--- src/tccw_pkg.sv ---
`default_nettype none

package tccw_pkg;

   // default screen geometry
   localparam int DEFAULT_COLUMNS = 80;
   localparam int DEFAULT_ROWS    = 25;

   // operation codes
   localparam logic [1:0] OP_WRITE = 2'd0;
   localparam logic [1:0] OP_READ  = 2'd1;
   localparam logic [1:0] OP_CLEAR = 2'd2;

   // interpreted control characters
   localparam logic [7:0] CHAR_LF  = 8'h0A;
   localparam logic [7:0] CHAR_CR  = 8'h0D;
   localparam logic [7:0] CHAR_TAB = 8'h09;
   localparam logic [7:0] CHAR_BS  = 8'h08;
   localparam logic [7:0] CHAR_BLANK = 8'h20;

   localparam logic [7:0]  RESET_ATTR  = 8'h07;
   localparam logic [15:0] RESET_BLANK = {RESET_ATTR, CHAR_BLANK};

   typedef struct packed {
      logic [15:0] cell_value;
      logic [6:0]  cursor_column;
      logic [4:0]  cursor_row;
      logic [10:0] cursor_position;
      logic        scrolled;
   } result_type;

endpackage

`default_nettype wire

--- src/tccw_ctrl.sv ---
`default_nettype none

module tccw_ctrl #(
   parameter int COLUMNS = tccw_pkg::DEFAULT_COLUMNS,
   parameter int ROWS    = tccw_pkg::DEFAULT_ROWS,
   parameter int AW      = $clog2(COLUMNS * ROWS)
) (
   input  wire logic                  clock,
   input  wire logic                  reset,
   input  wire logic                  req_valid,
   output logic                       req_stall,
   input  wire logic [1:0]            req_operation,
   input  wire logic [7:0]            req_char_code,
   input  wire logic [10:0]           req_cell_index,
   input  wire logic [7:0]            attr,
   input  wire logic                  rsp_free,
   output logic                       done,
   output tccw_pkg::result_type       result,
   output logic                       mem_we,
   output logic [AW-1:0]              mem_waddr,
   output logic [15:0]                mem_wdata,
   output logic                       mem_re,
   output logic [AW-1:0]              mem_raddr,
   input  wire logic [15:0]           mem_rdata
);

   localparam int CELL_COUNT = COLUMNS * ROWS;
   localparam int CW  = $clog2(COLUMNS);
   localparam int RW  = (ROWS > 2) ? $clog2(ROWS) : 1;
   localparam int KW  = $clog2(CELL_COUNT + 1);
   localparam int CXW = (CW > 7) ? CW : 7;
   localparam int RXW = (RW > 5) ? RW : 5;
   localparam int PXW = (AW > 11) ? AW : 11;

   localparam logic [CW:0]   COL_LIMIT  = (CW+1)'(COLUMNS);
   localparam logic [RW:0]   ROW_LIMIT  = (RW+1)'(ROWS);
   localparam logic [RW-1:0] LAST_ROW   = RW'(ROWS - 1);
   localparam logic [AW-1:0] LAST_BASE  = AW'((ROWS - 1) * COLUMNS);
   localparam logic [AW-1:0] ROW_STRIDE = AW'(COLUMNS);
   localparam logic [KW-1:0] SCAN_FIRST = KW'(COLUMNS);
   localparam logic [KW-1:0] SCAN_END   = KW'(CELL_COUNT);
   localparam logic [KW-1:0] FILL_LAST  = KW'(CELL_COUNT - 1);
   localparam logic [KW-1:0] TAIL_FIRST = KW'(CELL_COUNT - COLUMNS);
   localparam logic [KW-1:0] COPY_LAG   = KW'(COLUMNS + 1);

   localparam logic [2:0] S_IDLE   = 3'd0;
   localparam logic [2:0] S_EXEC   = 3'd1;
   localparam logic [2:0] S_SCROLL = 3'd2;
   localparam logic [2:0] S_FILL   = 3'd3;
   localparam logic [2:0] S_DONE   = 3'd4;

   logic [2:0]    state_ff, state_in;
   logic [CW-1:0] col_ff, col_in;
   logic [RW-1:0] row_ff, row_in;
   logic [AW-1:0] base_ff, base_in;
   logic [KW-1:0] scan_ff, scan_in;
   logic [15:0]   fill_cell_ff, fill_cell_in;
   logic          fill_done_ff, fill_done_in;
   logic          scrolled_ff, scrolled_in;
   logic          hit_ff, hit_in;
   logic [1:0]    op_ff, op_in;
   logic [7:0]    char_ff, char_in;
   logic [10:0]   idx_ff, idx_in;

   // write decode
   logic [CW:0]   col_x, col_sum, col_t;
   logic [RW:0]   row_t;
   logic          row_step, wr_en, scroll_hit;
   logic [AW-1:0] cell_addr, wr_addr, base_t;
   logic [15:0]   wr_data;
   logic [KW-1:0] copy_addr;
   logic          idx_ok;
   logic [AW-1:0] pos;
   logic [CXW-1:0] col_out;
   logic [RXW-1:0] row_out;
   logic [PXW-1:0] pos_out;

   always_comb begin
      col_x     = {1'b0, col_ff};
      col_sum   = col_x + (CW+1)'(4);
      cell_addr = base_ff + AW'(col_ff);
      col_t     = col_x;
      row_step  = 1'b0;
      wr_en     = 1'b0;
      wr_addr   = cell_addr;
      wr_data   = {attr, char_ff};
      unique case (char_ff)
         tccw_pkg::CHAR_LF: begin
            col_t    = '0;
            row_step = 1'b1;
         end
         tccw_pkg::CHAR_CR: begin
            col_t = '0;
         end
         tccw_pkg::CHAR_TAB: begin
            col_t = {col_sum[CW:2], 2'b00};
         end
         tccw_pkg::CHAR_BS: begin
            if (col_ff != '0) begin
               col_t   = col_x - (CW+1)'(1);
               wr_en   = 1'b1;
               wr_addr = cell_addr - AW'(1);
               wr_data = {attr, tccw_pkg::CHAR_BLANK};
            end
         end
         default: begin
            wr_en = 1'b1;
            col_t = col_x + (CW+1)'(1);
         end
      endcase
      // wrap past the right edge
      if (col_t >= COL_LIMIT) begin
         col_t    = '0;
         row_step = 1'b1;
      end
      row_t      = {1'b0, row_ff} + (RW+1)'(row_step);
      scroll_hit = row_t >= ROW_LIMIT;
      base_t     = row_step ? base_ff + ROW_STRIDE : base_ff;
   end

   assign copy_addr = scan_ff - COPY_LAG;
   assign idx_ok    = 32'(idx_ff) < 32'(CELL_COUNT);

   always_comb begin
      state_in     = state_ff;
      col_in       = col_ff;
      row_in       = row_ff;
      base_in      = base_ff;
      scan_in      = scan_ff;
      fill_cell_in = fill_cell_ff;
      fill_done_in = fill_done_ff;
      scrolled_in  = scrolled_ff;
      hit_in       = hit_ff;
      op_in        = op_ff;
      char_in      = char_ff;
      idx_in       = idx_ff;
      mem_we       = 1'b0;
      mem_waddr    = '0;
      mem_wdata    = '0;
      mem_re       = 1'b0;
      mem_raddr    = '0;
      unique case (state_ff)
         S_IDLE: begin
            if (req_valid) begin
               op_in       = req_operation;
               char_in     = req_char_code;
               idx_in      = req_cell_index;
               scrolled_in = 1'b0;
               hit_in      = 1'b0;
               state_in    = S_EXEC;
            end
         end
         S_EXEC: begin
            unique case (op_ff)
               tccw_pkg::OP_WRITE: begin
                  mem_we    = wr_en;
                  mem_waddr = wr_addr;
                  mem_wdata = wr_data;
                  col_in    = col_t[CW-1:0];
                  if (scroll_hit) begin
                     row_in       = LAST_ROW;
                     base_in      = LAST_BASE;
                     scan_in      = SCAN_FIRST;
                     fill_cell_in = {attr, tccw_pkg::CHAR_BLANK};
                     fill_done_in = 1'b1;
                     scrolled_in  = 1'b1;
                     state_in     = S_SCROLL;
                  end else begin
                     row_in   = row_t[RW-1:0];
                     base_in  = base_t;
                     state_in = S_DONE;
                  end
               end
               tccw_pkg::OP_READ: begin
                  mem_re    = idx_ok;
                  mem_raddr = AW'(idx_ff);
                  hit_in    = idx_ok;
                  state_in  = S_DONE;
               end
               tccw_pkg::OP_CLEAR: begin
                  col_in       = '0;
                  row_in       = '0;
                  base_in      = '0;
                  scan_in      = '0;
                  fill_cell_in = {attr, tccw_pkg::CHAR_BLANK};
                  fill_done_in = 1'b1;
                  state_in     = S_FILL;
               end
               default: begin
                  state_in = S_DONE;
               end
            endcase
         end
         S_SCROLL: begin
            // read one row ahead, write the previous read one row up
            mem_re    = scan_ff != SCAN_END;
            mem_raddr = scan_ff[AW-1:0];
            mem_we    = scan_ff != SCAN_FIRST;
            mem_waddr = copy_addr[AW-1:0];
            mem_wdata = mem_rdata;
            if (scan_ff == SCAN_END) begin
               scan_in  = TAIL_FIRST;
               state_in = S_FILL;
            end else begin
               scan_in = scan_ff + KW'(1);
            end
         end
         S_FILL: begin
            mem_we    = 1'b1;
            mem_waddr = scan_ff[AW-1:0];
            mem_wdata = fill_cell_ff;
            if (scan_ff == FILL_LAST) begin
               state_in = fill_done_ff ? S_DONE : S_IDLE;
            end else begin
               scan_in = scan_ff + KW'(1);
            end
         end
         S_DONE: begin
            if (rsp_free) begin
               state_in = S_IDLE;
            end
         end
         default: begin
            state_in = S_IDLE;
         end
      endcase
   end

   always_ff @(posedge clock) begin
      if (reset) begin
         state_ff     <= S_FILL;
         col_ff       <= '0;
         row_ff       <= '0;
         base_ff      <= '0;
         scan_ff      <= '0;
         fill_cell_ff <= tccw_pkg::RESET_BLANK;
         fill_done_ff <= 1'b0;
         scrolled_ff  <= 1'b0;
         hit_ff       <= 1'b0;
      end else begin
         state_ff     <= state_in;
         col_ff       <= col_in;
         row_ff       <= row_in;
         base_ff      <= base_in;
         scan_ff      <= scan_in;
         fill_cell_ff <= fill_cell_in;
         fill_done_ff <= fill_done_in;
         scrolled_ff  <= scrolled_in;
         hit_ff       <= hit_in;
      end
      op_ff   <= op_in;
      char_ff <= char_in;
      idx_ff  <= idx_in;
   end

   assign req_stall = state_ff != S_IDLE;
   assign done      = state_ff == S_DONE;

   assign pos     = base_ff + AW'(col_ff);
   assign col_out = CXW'(col_ff);
   assign row_out = RXW'(row_ff);
   assign pos_out = PXW'(pos);

   always_comb begin
      result.cell_value      = hit_ff ? mem_rdata : 16'h0000;
      result.cursor_column   = col_out[6:0];
      result.cursor_row      = row_out[4:0];
      result.cursor_position = pos_out[10:0];
      result.scrolled        = scrolled_ff;
   end

   // copy and fill never touch the entry being read
   a_no_rw_clash: assert property (@(posedge clock) disable iff (reset)
      (mem_re && mem_we) |-> (mem_raddr != mem_waddr))
      else $error("read and write address clash");

   a_cursor_range: assert property (@(posedge clock) disable iff (reset)
      (32'(col_ff) < 32'(COLUMNS)) && (32'(row_ff) < 32'(ROWS)))
      else $error("cursor out of range");

   a_base_tracks_row: assert property (@(posedge clock) disable iff (reset)
      base_ff == AW'(32'(row_ff) * COLUMNS))
      else $error("row base out of step with row");

   a_done_to_idle: assert property (@(posedge clock) disable iff (reset)
      (done && rsp_free) |=> (state_ff == S_IDLE))
      else $error("result handed over but engine not idle");

endmodule

`default_nettype wire

--- config.mk ---
export PLATFORM = sky130hd
export DESIGN_NAME = tccw_ctrl
export DESIGN_NICKNAME = d
export VERILOG_FILES = /design/src/tccw_pkg.sv /design/src/tccw_ctrl.sv
export SDC_FILE = /design/constraint.sdc
export NUM_CORES = 1
export LEC_CHECK = 0
export ABC_AREA = 1
export BUFFER_PORTS_ARGS = -buffer_cell sky130_fd_sc_hd__buf_4
export CORE_MARGIN = 1
export CORE_UTILIZATION = 54
export CTS_CLUSTER_SIZE = 25
export DETAILED_ROUTE_END_ITERATION = 8
export PLACE_DENSITY_LB_ADDON = 0.15
export SLEW_MARGIN = 25
export SYNTH_ARGS = -nofsm -noshare
export SYNTH_HDL_FRONTEND = slang
export SYNTH_SLANG_ARGS = --single-unit
--- constraint.sdc ---
create_clock -name clock -period 3.6 [get_ports clock]
set_input_delay 0.54 -clock clock [delete_from_list [all_inputs] [get_ports clock]]
set_output_delay 0.54 -clock clock [all_outputs]
set_load 0.02 [all_outputs]
# Word-level counts from Yosys, hierarchy flattened
# Cells that the tools add are included.
[word_totals]
regBits = 77
latch_bits = 0
ramBits = 0
mem_bits_ro = 0
in_bits = 49
output_inout_bits = 82
wordCells = 117
n_memories = 0
[classes]
n_addsub = 9
n_mul = 0
n_div = 0
n_lt_le_gt_ge = 3
n_eq_ne = 26
shift = 0
mux = 50
bitwise_logic = 0
reduce_logical = 17
[op_table]
columns = ["op", "n"]
rows = [
  ["2-to-1 mux 11 bit", 9],
  ["one-hot mux 11 bit (2 select lines)", 3],
  ["one-hot mux 11 bit (3 select lines)", 2],
  ["2-to-1 mux 16 bit", 3],
  ["one-hot mux 16 bit (3 select lines)", 1],
  ["== test 8 x 4 -> 1 bit (second input constant)", 4],
  ["one-hot mux 16 bit (2 select lines)", 1],
  ["2-to-1 mux 8 bit", 3],
  ["one-hot mux 8 bit (3 select lines)", 1],
  ["== test 11 bit (second input constant)", 2],
  ["2-to-1 mux 3 bit", 6],
  ["inequality test 2 bit (second input constant)", 8],
  ["one-hot mux 3 bit (5 select lines)", 1],
  ["one-hot mux 7 bit (2 select lines)", 1],
  ["AND reduction 4 bit", 3],
  ["adder 11 x 1 -> 11 bit (second input constant)", 1],
  ["adder 11 x 7 -> 11 bit", 1],
  ["adder 11 x 7 -> 11 bit (second input constant)", 1],
  ["< comparator 11 bit (second input constant)", 1],
  ["inequality test 11 bit (second input constant)", 1],
  ["inequality test 11 x 7 -> 1 bit (second input constant)", 1],
  ["subtractor 11 x 1 -> 11 bit (second input constant)", 1],
  ["subtractor 11 x 7 -> 11 bit (second input constant)", 1],
  ["one-hot mux 1 bit (2 select lines)", 5],
  ["other kinds (28)", 44],
]

# Longest topological paths before layout
[logic_depth]
word_depth = 10
ltp_mapped = 27
ltp_nobuf = 26

# Worst setup path before layout
# No wires, ideal clock.
[synth_timing]
kind = "register to register"
from = "reg col_ff[2]"
to = "reg base_ff[10]"
setup_ns = 0.115
arrival_ns = 3.344
required_time_ns = 3.485
slack_ns = 0.141
path_stages_with_launch = 26
n_path_buf = 2
period_less_slack_ns = 3.459
cell_sequence = "dfxtp_1 buf_2 inv_1 ha_1 nand2_1 nor2_1 nor2_1 nand2_1 nand2_1 nor2_1 nand2_1 nand2_2 nand2_2 inv_1 nand2_1 ha_1 ha_1 nand3_1 xor2_1 a21oi_2 inv_2 nor2_4 nand4_4 buf_6 a21oi_1 nor2_1"
[synth_between]
elab_chain_cells = 9
elab_cells_between_ends = 14
cone_classes = "add/sub: 4; order compare: 2; eq/ne: 1; mux: 5; reduce/logical: 2"
[synth_rtl]
columns = ["element", "line_no", "source"]
rows = [
  ["from (decl)", "tccw_ctrl.sv:53", "logic [CW-1:0] col_ff, col_in;"],
  ["from (signal assigned)", "tccw_ctrl.sv:242", "col_ff <= col_in;"],
  ["subtractor 7 x 1 -> 8 bit or nonzero test 7 bit (tied branches)", "tccw_ctrl.sv:100, tccw_ctrl.sv:99", ""],
  ["2-to-1 mux 8 bit", "tccw_ctrl.sv:99", "if (col_ff != '0) begin"],
  ["one-hot mux 8 bit (3 select lines) (*)", "tccw_ctrl.sv:87", "unique case (char_ff)"],
  ["greater-or-equal comparator 8 x 7 -> 1 bit (*)", "tccw_ctrl.sv:112", "if (col_t >= COL_LIMIT) begin"],
  ["2-to-1 mux 1 bit (*)", "tccw_ctrl.sv:112", ""],
  ["adder 5 x 1 -> 6 bit", "tccw_ctrl.sv:116", "row_t = {1'b0, row_ff} + (RW+1)'(row_step);"],
  ["greater-or-equal comparator 6 x 5 -> 1 bit", "tccw_ctrl.sv:117", "scroll_hit = row_t >= ROW_LIMIT;"],
  ["inequality test 3 bit (no source line) or 2-to-1 mux 11 bit (tied branches)", "--", ""],
  ["AND reduction 3 bit (no source line) or one-hot mux 11 bit (2 select lines) (tied branches)", "--", ""],
  ["to (signal assigned)", "tccw_ctrl.sv:244", "base_ff <= base_in;"],
  ["to (decl)", "tccw_ctrl.sv:55", "logic [AW-1:0] base_ff, base_in;"],
]
# Every way passes the cells marked *; elsewhere a longest branch is shown, timed or not.
# A chain may end at the register's enable or synchronous reset.

# Worst setup path after layout
[layout_timing]
from = "reg char_ff[7]"
to = "reg base_ff[5]"
[layout_between]
elab_chain_cells = 9
elab_cells_between_ends = 15
cone_classes = "add/sub: 1; order compare: 2; eq/ne: 5; mux: 5; reduce/logical: 2"
[layout_rtl]
columns = ["element", "line_no", "source"]
rows = [
  ["from (decl)", "tccw_ctrl.sv:62", "logic [7:0] char_ff, char_in;"],
  ["from (signal assigned)", "tccw_ctrl.sv:252", "char_ff <= char_in;"],
  ["== test 8 x 4 -> 1 bit", "tccw_ctrl.sv:87", ""],
  ["OR reduction 2 bit (no source line)", "--", ""],
  ["one-hot mux 8 bit (3 select lines)", "tccw_ctrl.sv:87", ""],
  ["greater-or-equal comparator 8 x 7 -> 1 bit", "tccw_ctrl.sv:112", ""],
  ["2-to-1 mux 1 bit (*)", "tccw_ctrl.sv:112", ""],
  ["adder 5 x 1 -> 6 bit", "tccw_ctrl.sv:116", ""],
  ["greater-or-equal comparator 6 x 5 -> 1 bit", "tccw_ctrl.sv:117", ""],
  ["inequality test 3 bit (no source line) or 2-to-1 mux 11 bit (tied branches)", "--", ""],
  ["AND reduction 3 bit (no source line) or one-hot mux 11 bit (2 select lines) (tied branches)", "--", ""],
]
# Marked as above.

==> results.cfg <==
[timing]
maxSlewHeadroom = 0.4696
hold_viol = 0
whs_ns = 0.3546
fmax_ghz = 0.2923
worst_slew_pin_slew_ns = 0.7947
setup_ws_ns = 0.1787
fin_skew_ns = 0.009248
finalCriticalPeriod_ns = 3.421
maxSlewViolCount = 0
fin_crit_sh = 0.9504
tns_ns = 0
setup_viol = 0

[global_route]
grt_antenna_before_repair = 0
grt_pass1_wl_mm = 23.18
grt_start_max_net_pins = 24
grt_pass1_vias = 4861
grt-ovfl-total = 0
grt_usage = 0.3300

[finish]
diodes = 0
fin_nets = 926
area_growth_pct = 33.00
fin_util = 0.7550
stdcell_area_sq_mm = 0.006329
layout-drive-gt1-share = 0.2880
fin_cells = 973

[worst_setup_path]
cp.arrival_ns = 3.72
critPathMaxStageDelay_ns = 0.43
rrSetupSlack_ns = 0.18
path_cells = nor2_4 > nand2_2 > nor2_4 > inv_1 > nor3_2 > nor2_1 > o21ai_2 > nand2_4 > nand2_2 > inv_1 > nand2_2 > ha_4 > ha_2 > nand3_2 > xor2_2 > a21oi_4 > inv_2 > nor2_4 > buf_12 > nand4_4 > nand3_2 > nand2_1 > nor2_1
cp_max_fo = 7
critPathTopFamily = simple AND/OR/NAND/NOR gates
start_kind = flip-flop
worstSetupPathType = flip-flop to flip-flop
end_kind = flip-flop
cp_slowest_cell = edfxtp_1
worstPathRequired_ns = 3.90
cp_num_buf_inv = 4

[floorplan]
core-area_sq_mm = 0.008382
die_area_sq_mm = 0.009191
fp.dieW_um = 95.87
io_pins = 131
die_h_um = 95.87
initial_utilization = 0.5677
placementRows = 33

[placement]
place.gp.congestion = 0.9490
dp_hpwl_mm = 11.62
dp.cells = 946
place_ws_ns = -0.1182
placed_area_sq_mm = 0.005879
portBuffers = 130

[routing]
wire_per_inst_um = 16.31
postRouteAntennaNets = 0
via_per_inst = 5.632
drt-total-wl_mm = 15.87
via_count = 5480
route.detailed.drc = 0
drt_first_pass_iters = 5
drt_iter0_markers = 363

[power]
finalPower_mw = 1.471
powerDensity_mw_per_mm2 = 232.5
p_leak_nw = 2.949
netSwitchingFraction = 0.2431
p_comb_frac = 0.063
seq_power_share = 0.516
internal-power_mw = 1.114
pwr-share-clk = 0.421
power_switching_mw = 0.3577
max-vdd-ir-drop_v = 0.0002710

[yosys]
synth_ff_type = dfxtp_1
avgSynthCellArea_sq_um = 6.636
synth-edff-count = 21
synth-xor-area-share = 0.03497
synth.area.top_cells = dfxtp_1 (19%), nand2_1 (14%), edfxtp_1 (13%)
synth_top_area_frac = 0.1851
synthCells = 717
synth_fa_ha_area_frac = 0.03681
synth_top_family_by_area = simple AND/OR/NAND/NOR gates
synth_cell_types = 45
yosysWarnings = 0
muxShareOfSynthArea = 0
synth_compound_area_frac = 0.1743
ys_ff_latch = 65
synth_largest_area_cell = dfxtp_1
synth.cell_area_sq_mm = 0.004758
syn_nets = 780
synth-async-reset-ratio = 0
synthSimpleGateAreaFrac = 0.3268
seq_area_frac_synth = 0.3176

[clock_network]
cts_tree = built
cts.sinks = 65
cts_buffer_depth = 2
numCtsBuffers = 9
path_clk_slew_ns = 0.08
clock_tree.root_cell = clkbuf_8
htreeDepth = 3
insertion_delay_ns = 0.36

[status]
outcome = completed

[worst_hold_path]
hp-class = primary input to flip-flop

[flow_run]
drv_cap = 0
## cell families after synthesis
| logic type | after synthesis |
|---|---|
| xor+xnor | 19 |
| compound gates | 145 |
| flops | 65 |
| simple gates | 348 |
| buf+inv | 126 |
| fa+ha+maj | 14 |
## power groups by stage
stage,Clock (mW),Sequential [mW],Combinational (mW)
after global placement,0,0.777,0.0869
after floorplan,0,0.777,0.0337
final,0.619,0.759,0.0926
after CTS,0.617,0.761,0.0902
after global routing,0.648,0.759,0.0986
after detailed placement,0,0.778,0.0901
## registers in the layout, summed over array words and instances (netlist names)
| signal | cells |
|---|---|
| char_ff | 8 |
| scan_ff | 11 |
| row_ff | 5 |
| fill_done_ff | 1 |
| col_ff | 7 |
| base_ff | 7 |
| scrolled_ff | 1 |
| state_ff | 3 |
| op_ff | 2 |
| fill_cell_ff | 8 |
| hit_ff | 1 |
| idx_ff | 11 |
## final cells by class
class	instances	area [sq um]
clock buffers	12	166.4
clock inverters	4	22.52
fillers	670	2053
inverters	99	371.6
multi-input cells	528	2903
flip-flops and latches	65	1520
well taps	105	131.4
repair buffers	160	1214
## metal layers
layer	share of wire	up-vias	global-route usage
met1	0.42	2539	0.4147
met4	0.030	0	0.1281
met5	0	-	0
met3	0.062	39	0.04897
li1	-	2646	-
met2	0.49	256	0.5685
## layout by cell type, fill, tap and decap left out, drive strengths merged, types with 2 or more instances in the layout
| master | Yosys | layout |
|---|---|---|
| nand2 | 189 | 189 |
| buf | 15 | 160 |
| inv | 98 | 100 |
| nor2 | 77 | 77 |
| o21ai | 61 | 61 |
| nand3 | 53 | 54 |
| a21oi | 52 | 52 |
| dfxtp | 44 | 44 |
| edfxtp | 21 | 21 |
| xor2 | 14 | 14 |
| ha | 14 | 14 |
| clkbuf | 12 | 12 |
| nand4 | 10 | 11 |
| o211ai | 9 | 9 |
| nor3 | 9 | 9 |
| or2 | 7 | 7 |
| xnor2 | 5 | 5 |
| o32ai | 4 | 4 |
| o221ai | 3 | 3 |
| a22o | 3 | 3 |
| o22ai | 3 | 3 |
| clkinv | 1 | 3 |
| nor4 | 2 | 2 |
| a211oi | 2 | 2 |
| o21a | 2 | 2 |
## synthesized netlist by cell type (5+ instances only)
master,n
xor2_1,14
nor2_2,6
buf_2,5
edfxtp_1,21
ha_1,14
or2_2,7
nand2_2,5
clkbuf_1,12
nor3_1,8
nand4_1,9
buf_4,7
xnor2_1,5
o21ai_0,59
nand2_1,183
o211ai_1,9
inv_1,91
inv_2,7
a21oi_1,51
nor2_1,65
dfxtp_1,44
nor2_4,6
nand3_1,49
## timing repair
item,in CTS,in global routing
gates cloned,0,2
endpoints found under the setup margin,27,29
buffers inserted,1,8
pin swaps,1,13
gates resized for setup,3,37
hold buffers,0,0
## path summary, 6_finish.rpt
kind	startpoint	cells after the start	to
setup / recovery	char_ff[7]$_DFFE_PP_	23	base_ff[5]$_SDFFE_PP0P_
hold / removal	req_char_code[6]	1	char_ff[6]$_DFFE_PP_
hold reg to reg	fill_cell_ff[11]$_SDFFE_PP0P_	2	fill_cell_ff[11]$_SDFFE_PP0P_
setup reg to reg	char_ff[7]$_DFFE_PP_	23	base_ff[5]$_SDFFE_PP0P_
No activity file was read; power rests on OpenSTA's default activity.
